<file path="config.mk">
export PLATFORM = sky130hd
export DESIGN_NAME = rsed_arith
export DESIGN_NICKNAME = d
export VERILOG_FILES = /design/src/hdl/rsed_pkg.sv /design/src/hdl/rsed_arith.sv
export VERILOG_INCLUDE_DIRS = /design/src /design/src/hdl
export SDC_FILE = /design/constraint.sdc
export NUM_CORES = 2
export LEC_CHECK = 0
export BUFFER_PORTS_ARGS = -buffer_cell sky130_fd_sc_hd__buf_2
export CELL_PAD_IN_SITES_DETAIL_PLACEMENT = 1
export CELL_PAD_IN_SITES_GLOBAL_PLACEMENT = 2
export CORE_ASPECT_RATIO = 1.2
export CORE_MARGIN = 3
export CORE_UTILIZATION = 42
export DETAILED_ROUTE_END_ITERATION = 8
export GPL_TIMING_DRIVEN = 0
export PLACE_DENSITY_LB_ADDON = 0.1
export SETUP_SLACK_MARGIN = 0.4
export SLEW_MARGIN = 25
export SYNTH_ARGS = -nofsm -noshare
export SYNTH_HDL_FRONTEND = slang
export SYNTH_SLANG_ARGS = --single-unit
</file>
<file path="constraint.sdc">
create_clock -name i_clk -period 11.01 [get_ports i_clk]
set_input_delay 2.7525 -clock i_clk [delete_from_list [all_inputs] [get_ports i_clk]]
set_output_delay 2.7525 -clock i_clk [all_outputs]
set_load 0.1 [all_outputs]
</file>
<file path="src/hdl/rs_erasure_decoder_prime_field_defines.svh">
// assertion macros used by the erasure decoder arithmetic unit
`ifndef RS_ERASURE_DECODER_PRIME_FIELD_DEFINES_SVH
`define RS_ERASURE_DECODER_PRIME_FIELD_DEFINES_SVH

// same-cycle implication under an active-low reset
`define RSED_ASSERT_IMP(lbl, clk, rstn, ante, cons) \
    lbl: assert property (@(posedge clk) disable iff (!rstn) (ante) |-> (cons)) \
        else $error("rsed check failed");

// next-cycle implication under an active-low reset
`define RSED_ASSERT_NEXT(lbl, clk, rstn, ante, cons) \
    lbl: assert property (@(posedge clk) disable iff (!rstn) (ante) |=> (cons)) \
        else $error("rsed check failed");

`endif

</file>
<file path="src/hdl/rsed_pkg.sv">
// package with shared types, constants and field helpers of the erasure decoder
`default_nettype none
package rsed_pkg;

    localparam int MAX_LEN   = 32;
    localparam int LEN_W     = $clog2(MAX_LEN);
    localparam int CNT_W     = $clog2(MAX_LEN + 1);
    localparam int SYM_W     = 31;
    localparam int MASK_W    = 32;
    localparam int DVD_W     = 2 * SYM_W;
    localparam int STEP_W    = $clog2(DVD_W);
    localparam int CFG_IDX_W = 3;
    localparam int CFG_DAT_W = 32;

    // configuration register indexes
    localparam logic [CFG_IDX_W-1:0] REG_MODULUS  = 3'd0;
    localparam logic [CFG_IDX_W-1:0] REG_CODE_LEN = 3'd1;
    localparam logic [CFG_IDX_W-1:0] REG_DATA_LEN = 3'd2;
    localparam logic [CFG_IDX_W-1:0] REG_MASK     = 3'd3;

    typedef enum logic {
        OP_MUL = 1'b0,
        OP_DIV = 1'b1
    } t_op;

    typedef struct packed {
        logic [SYM_W-1:0]  modulus;
        logic [CNT_W-1:0]  code_len;
        logic [CNT_W-1:0]  data_len;
        logic [MASK_W-1:0] mask;
    } t_cfg;

    typedef struct packed {
        logic             start;
        t_op              op;
        logic [SYM_W-1:0] x;
        logic [SYM_W-1:0] y;
        logic [SYM_W-1:0] d;
    } t_arith_req;

    typedef struct packed {
        logic             done;
        logic [SYM_W-1:0] quo;
        logic [SYM_W-1:0] rem;
    } t_arith_rsp;

    // field subtraction, operands below q
    function automatic logic [SYM_W-1:0] f_sub(input logic [SYM_W-1:0] a,
                                               input logic [SYM_W-1:0] b,
                                               input logic [SYM_W-1:0] q);
        logic [SYM_W:0] t;
        t = {1'b0, a} + {1'b0, q} - {1'b0, b};
        if (a >= b) begin
            t = {1'b0, a} - {1'b0, b};
        end
        return t[SYM_W-1:0];
    endfunction

    // field addition, operands below q
    function automatic logic [SYM_W-1:0] f_add(input logic [SYM_W-1:0] a,
                                               input logic [SYM_W-1:0] b,
                                               input logic [SYM_W-1:0] q);
        logic [SYM_W:0] t;
        t = {1'b0, a} + {1'b0, b};
        if (t >= {1'b0, q}) begin
            t = t - {1'b0, q};
        end
        return t[SYM_W-1:0];
    endfunction

endpackage
`default_nettype wire

</file>
<file path="src/hdl/rsed_arith.sv">
// shared arithmetic unit: product or value reduced by restoring division
`default_nettype none
`include "rs_erasure_decoder_prime_field_defines.svh"
module rsed_arith import rsed_pkg::*; (
    input  wire        i_clk,
    input  wire        i_rst_n,
    input  t_arith_req i_req,
    output t_arith_rsp o_rsp
);

    logic              r_busy;
    logic              r_done;
    logic [STEP_W-1:0] r_cnt;
    logic [DVD_W-1:0]  r_dvd;
    logic [SYM_W-1:0]  r_rem;
    logic [SYM_W-1:0]  r_quo;
    logic [SYM_W-1:0]  r_div;

    logic [DVD_W-1:0]  w_prod;
    logic [SYM_W:0]    w_trial;
    logic [SYM_W:0]    w_diff;
    logic              w_ge;

    // one restoring step per cycle
    assign w_prod  = i_req.x * i_req.y;
    assign w_trial = {r_rem, r_dvd[DVD_W-1]};
    assign w_ge    = w_trial >= {1'b0, r_div};
    assign w_diff  = w_trial - {1'b0, r_div};

    always_ff @(posedge i_clk) begin
        if (!i_rst_n) begin
            r_busy <= 1'b0;
            r_done <= 1'b0;
        end else begin
            r_done <= 1'b0;
            if (i_req.start) begin
                r_busy <= 1'b1;
                r_cnt  <= '0;
                r_rem  <= '0;
                r_div  <= i_req.d;
                if (i_req.op == OP_MUL) begin
                    r_dvd <= w_prod;
                end else begin
                    r_dvd <= DVD_W'(i_req.x);
                end
            end else if (r_busy) begin
                r_rem <= w_ge ? w_diff[SYM_W-1:0] : w_trial[SYM_W-1:0];
                r_quo <= {r_quo[SYM_W-2:0], w_ge};
                r_dvd <= {r_dvd[DVD_W-2:0], 1'b0};
                r_cnt <= r_cnt + 1'b1;
                if (r_cnt == STEP_W'(DVD_W - 1)) begin
                    r_busy <= 1'b0;
                    r_done <= 1'b1;
                end
            end
        end
    end

    assign o_rsp.done = r_done;
    assign o_rsp.quo  = r_quo;
    assign o_rsp.rem  = r_rem;

    `RSED_ASSERT_IMP(a_start_idle, i_clk, i_rst_n, i_req.start, !r_busy)
    `RSED_ASSERT_NEXT(a_done_pulse, i_clk, i_rst_n, r_done, !r_done)
    `RSED_ASSERT_IMP(a_rem_below, i_clk, i_rst_n, r_done, r_rem < r_div)

endmodule
`default_nettype wire

</file>
# Word level (Yosys, flattened, before mapping)
# Cells that the tools add are included.
[op_classes]
bitwise = 3
eq_ne = 1
reduce_logical = 5
n_mux = 10
addsub = 2
multipliers = 1
n_lt_le_gt_ge = 1
[ops]
columns = ["op", "count"]
rows = [
  ["62-bit 2-to-1 mux", 3],
  ["31-bit by 31-bit multiplier with 62-bit output", 1],
  ["31-bit 2-to-1 mux", 2],
  ["32-bit by 31-bit greater-or-equal comparator with 1-bit output", 1],
  ["31-bit subtractor", 1],
  ["6-bit by 1-bit adder with 6-bit output (second input constant)", 1],
  ["6-bit equality test (second input constant)", 1],
  ["6-bit 2-to-1 mux", 1],
  ["1-bit 2-to-1 mux", 4],
  ["2-bit AND reduction", 2],
  ["1-bit NOT", 3],
  ["3-bit AND reduction", 1],
  ["3-bit OR reduction", 1],
  ["2-bit nonzero test", 1],
]
[word_totals]
register_bits = 163
word_cells = 30
in_bits = 97

# Depth between registers and ports, before layout
[logic_depth]
depth_word = 4
ltp_mapped = 28

# Least setup slack after synthesis
# Ideal clock, no wire load.
[synth_timing]
kind = "input to register"
from = "input i_req[91] (netlist name)"
to = "register r_dvd[60], data pin"
setup_slack_ns = 1.312
arrival_time_ns = 9.442
n_path_buf = 2
path_stages = 27
cell_sequence = "clkbuf_1 nand2_1 fa_1 inv_1 fa_1 fa_1 inv_1 fa_1 inv_1 fa_1 fa_1 fa_1 inv_1 fa_1 inv_1 ha_1 buf_2 nand2_1 or3_1 or2_1 nor4_2 a211o_1 nand2_2 o311ai_4 o221ai_2 xnor2_1 a22o_1"
[synth_between]
elab_chain_len = 3
[synth_rtl]
columns = ["item", "line", "source"]
rows = [
  ["start: declaration", "rsed_arith.sv:7", "input t_arith_req i_req,"],
  ["31-bit by 31-bit multiplier with 62-bit output", "rsed_arith.sv:25", "assign w_prod = i_req.x * i_req.y;"],
  ["62-bit 2-to-1 mux", "rsed_arith.sv:41", "if (i_req.op == OP_MUL) begin"],
  ["62-bit 2-to-1 mux", "rsed_arith.sv:36", "if (i_req.start) begin"],
  ["end signal: assignment", "rsed_arith.sv:42", "r_dvd <= w_prod;"],
  ["end signal: assignment", "rsed_arith.sv:44", "r_dvd <= DVD_W'(i_req.x);"],
  ["end signal: assignment", "rsed_arith.sv:49", "r_dvd <= {r_dvd[DVD_W-2:0], 1'b0};"],
  ["end: declaration", "rsed_arith.sv:14", "logic [DVD_W-1:0] r_dvd;"],
]
# No other way between the ends.
# A chain may end at the register's enable or synchronous reset.

# Final worst setup path
[layout_timing]
from = "input i_req[52] (netlist name)"
to = "register r_dvd[60], data pin"
# Same word-level chain as after synthesis.

==> reports/metrics.yaml <==
syn_avg_cell_area_um2: 9.419
drive_gt1_share_pct: 8.619
grt_pass1_vias: 34300
antenna_found_initial: 24
cap_violations: 0
clkSlewWorstSetupHoldPaths_ps: 70
row_count: 122
wl_per_cell_um: 27.34
cts_sinks: 163
overflow: 0
nFillCells: 10800
cts_buffers: 17
grt_max_degree: 48
cp-end-kind: "flip-flop"
yosys.area.top_type: "fa_1"
final_hold_viol_count: 0
postSynth.asyncResetShare_pct: 0
gp_congestion: 0.9829
setup_violations: 0
rsz0062_at_grt: "yes"
clock_path_buffers: 2
min_period_over_period_pct: 96.12
arrival_ps: 10790
path_delay_family: "adder cells"
path_max_fanout: 10
synth_ff_type: "edfxtp_1"
ant_nets: 0
fin_nets: 5584
vias: 30650
insertion_delay_ps: 450
htreeDepth: 4
r2r_cells: 14
syn_inst: 4178
cpMostUsedCell: "fa_1"
yosysWarnings: 0
slowest_delay_ps: 720
rr_startpoint: "r_dvd[61]$_DFFE_PP_"
report.final.slew_viol_count: 0
ctsRootBufferMaster: "clkbuf_16"
die_area_mm2: 0.09742
final_cells: 5621
cts_tree: "yes"
dp_cells: 5581
ys_ff_latch: 163
initial_utilization_pct: 42.54
ios: 160
wl_um: 153700
rr_endpoint: "r_rem[18]$_SDFFCE_PP0P_"
hold_path_class: "flip-flop to flip-flop"
ys_seq_area_share_pct: 12.39
cp.required_ps: 11220
final.min_clock_period_ps: 10580
cp-start-kind: "input port"
io_buffers: 159
die_h_um: 341.3
maxSlewHeadroom_pct: 33.49
cts_hold_buf: 0
syn-cell-area_mm2: 0.03935
crit_slowest_cell: "clkbuf_1"
min_to: "r_quo[14]$_DFFE_PP_"
fmax_mhz: 94.49
syn_to_final_growth_pct: 8.499
viasPerCell: 5.453
hpwl_um: 130700
worst-r2r-setup-slack_ps: 7140
synth-edff-count: 161
drtPass1Iterations: 5
synth_cell_type_count: 81
skew_ps: 12.45
core_mm2: 0.09250
tightest_slew_ps: 997.6
drc: 0
holdPathStages: 0
hp-start: "r_quo[13]$_DFFE_PP_"
synth_nets: 5401
drt_iter0_markers: 2049
grt_use_total_pct: 32.27
die_w_um: 285.4
yosys.area.top_type_share_pct: 42.63
yosys-top-cells-area: "fa_1 (43%), edfxtp_1 (12%), ha_1 (9.2%)"
post-route-util_pct: 46.16
grt_first_pass_wirelength_um: 227200
status: "finished clean"
crit_type: "input port to flip-flop"
crit_buf_inv: 7
[flip-flops by register name (all words and copies together), names as in the netlist]
register  count
r_done        1
r_rem        31
r_busy        1
r_quo        31
r_dvd        62
r_div        31
r_cnt         6
[worst max-delay path by stage]
stage,from,end,cells past startpoint
2_1_floorplan,i_req[91],r_dvd[60]$_DFFE_PP_,27
3_3_place_gp,i_req[83],r_dvd[58]$_DFFE_PP_,24
3_5_place_dp,i_req[77],r_dvd[58]$_DFFE_PP_,25
4_1_cts,i_req[80],r_dvd[58]$_DFFE_PP_,24
5_1_grt,i_req[90],r_dvd[60]$_DFFE_PP_,28
6_report,i_req[52],r_dvd[60]$_DFFE_PP_,27
[area by class of cell]
class	count	area, µm²	area share (%)
inverter	819	3074	7.200
clock buffer	17	425.4	0.9964
tap	1240	1551	3.634
buffer	250	1222	2.863
multi-input combinational	2946	30480	71.40
timing repair buffer	164	900.9	2.110
sequential	163	4875	11.42
clock inverter	15	146.4	0.3429
antenna	7	17.52	0.04103
[synth_stat cells (35+ instances only)]
| cell type | number |
|---|---|
| fa_1 | 838 |
| inv_1 | 817 |
| nand2_1 | 556 |
| and2_1 | 509 |
| ha_1 | 288 |
| clkbuf_1 | 226 |
| edfxtp_1 | 161 |
| a21oi_1 | 152 |
| nor2_1 | 127 |
| o21ai_0 | 55 |
| a21o_1 | 49 |
| xnor2_1 | 49 |
| xor2_1 | 35 |
[placed cells by master, fill, tap and decap left out, types with 5 or more instances in the layout]
cell / instances
fa_1: 838
inv_1: 817
nand2_1: 556
and2_1: 508
ha_1: 288
buf_2: 182
edfxtp_1: 161
a21oi_1: 152
nor2_1: 126
clkbuf_1: 95
clkbuf_2: 93
o21ai_0: 54
a21o_1: 49
xnor2_1: 49
xor2_1: 35
nand3_1: 26
nor3_1: 25
nand4_1: 24
a22o_1: 23
clkbuf_4: 22
a31oi_1: 19
clkbuf_16: 17
o21bai_1: 13
mux2i_1: 13
buf_4: 12
o21a_1: 11
and3_1: 10
o211ai_1: 9
nand2b_1: 9
o21ai_1: 8
diode_2: 7
or3_1: 6
a211oi_1: 6
a211o_1: 5
nor2b_1: 5
inv_6: 5
[worst reg2reg max path, cell delays in order, from the launching register on]
cell and delay (ps):
edfxtp_1 460, inv_1 80, ha_1 230, fa_1 400, nand2b_1 160, a21boi_0 240
o21ai_0 180, a21oi_1 330, o2111ai_1 250, nand4_1 150, nand2_1 280, inv_2 150
buf_2 360, mux2i_1 270, nor2_1 60
[what timing repair did]
item / CTS / global route
setup endpoints to repair: 24 / 16
resized for setup: 88 / 182
buffers inserted: 0 / 1
gates cloned: 0 / 0
pin swaps: 0 / 2
[per-stage QoR]
stage	setup slack [ps]	instance area, µm²	setup TNS (ps)	hold WS, ps
final	426.7	42700	0	446.5
after global routing	290.9	42680	0	455.6
after detailed placement	-773.4	41830	-7634	430.0
after floorplan	1312	39350	0	444.9
after global placement	-859.1	41700	-6860	425.2
after CTS	369.2	42530	0	450.2
[metal layers]
metal	vias to the layer above	global-route usage, %	share of wire (%)
li1	13070	-	-
met1	16240	40.90	39
met2	1042	53.52	48
met3	297	3.651	5.7
met4	2	18.96	7.3
met5	-	0	0.010
[logic make-up after synthesis]
family,Yosys count,synth area share (%)
AND/OR/NAND/NOR,1311,16.37
AO/OA/AOI/OAI,408,6.868
adder cells (fa/ha/maj),1126,51.79
multiplexers,17,0.4451
XOR/XNOR,84,1.870
flip-flops,163,12.39
buffers and inverters,1069,10.28
Power is not shown: default switching activity piles up to over one toggle a cycle in this logic, so the estimate is an artifact.
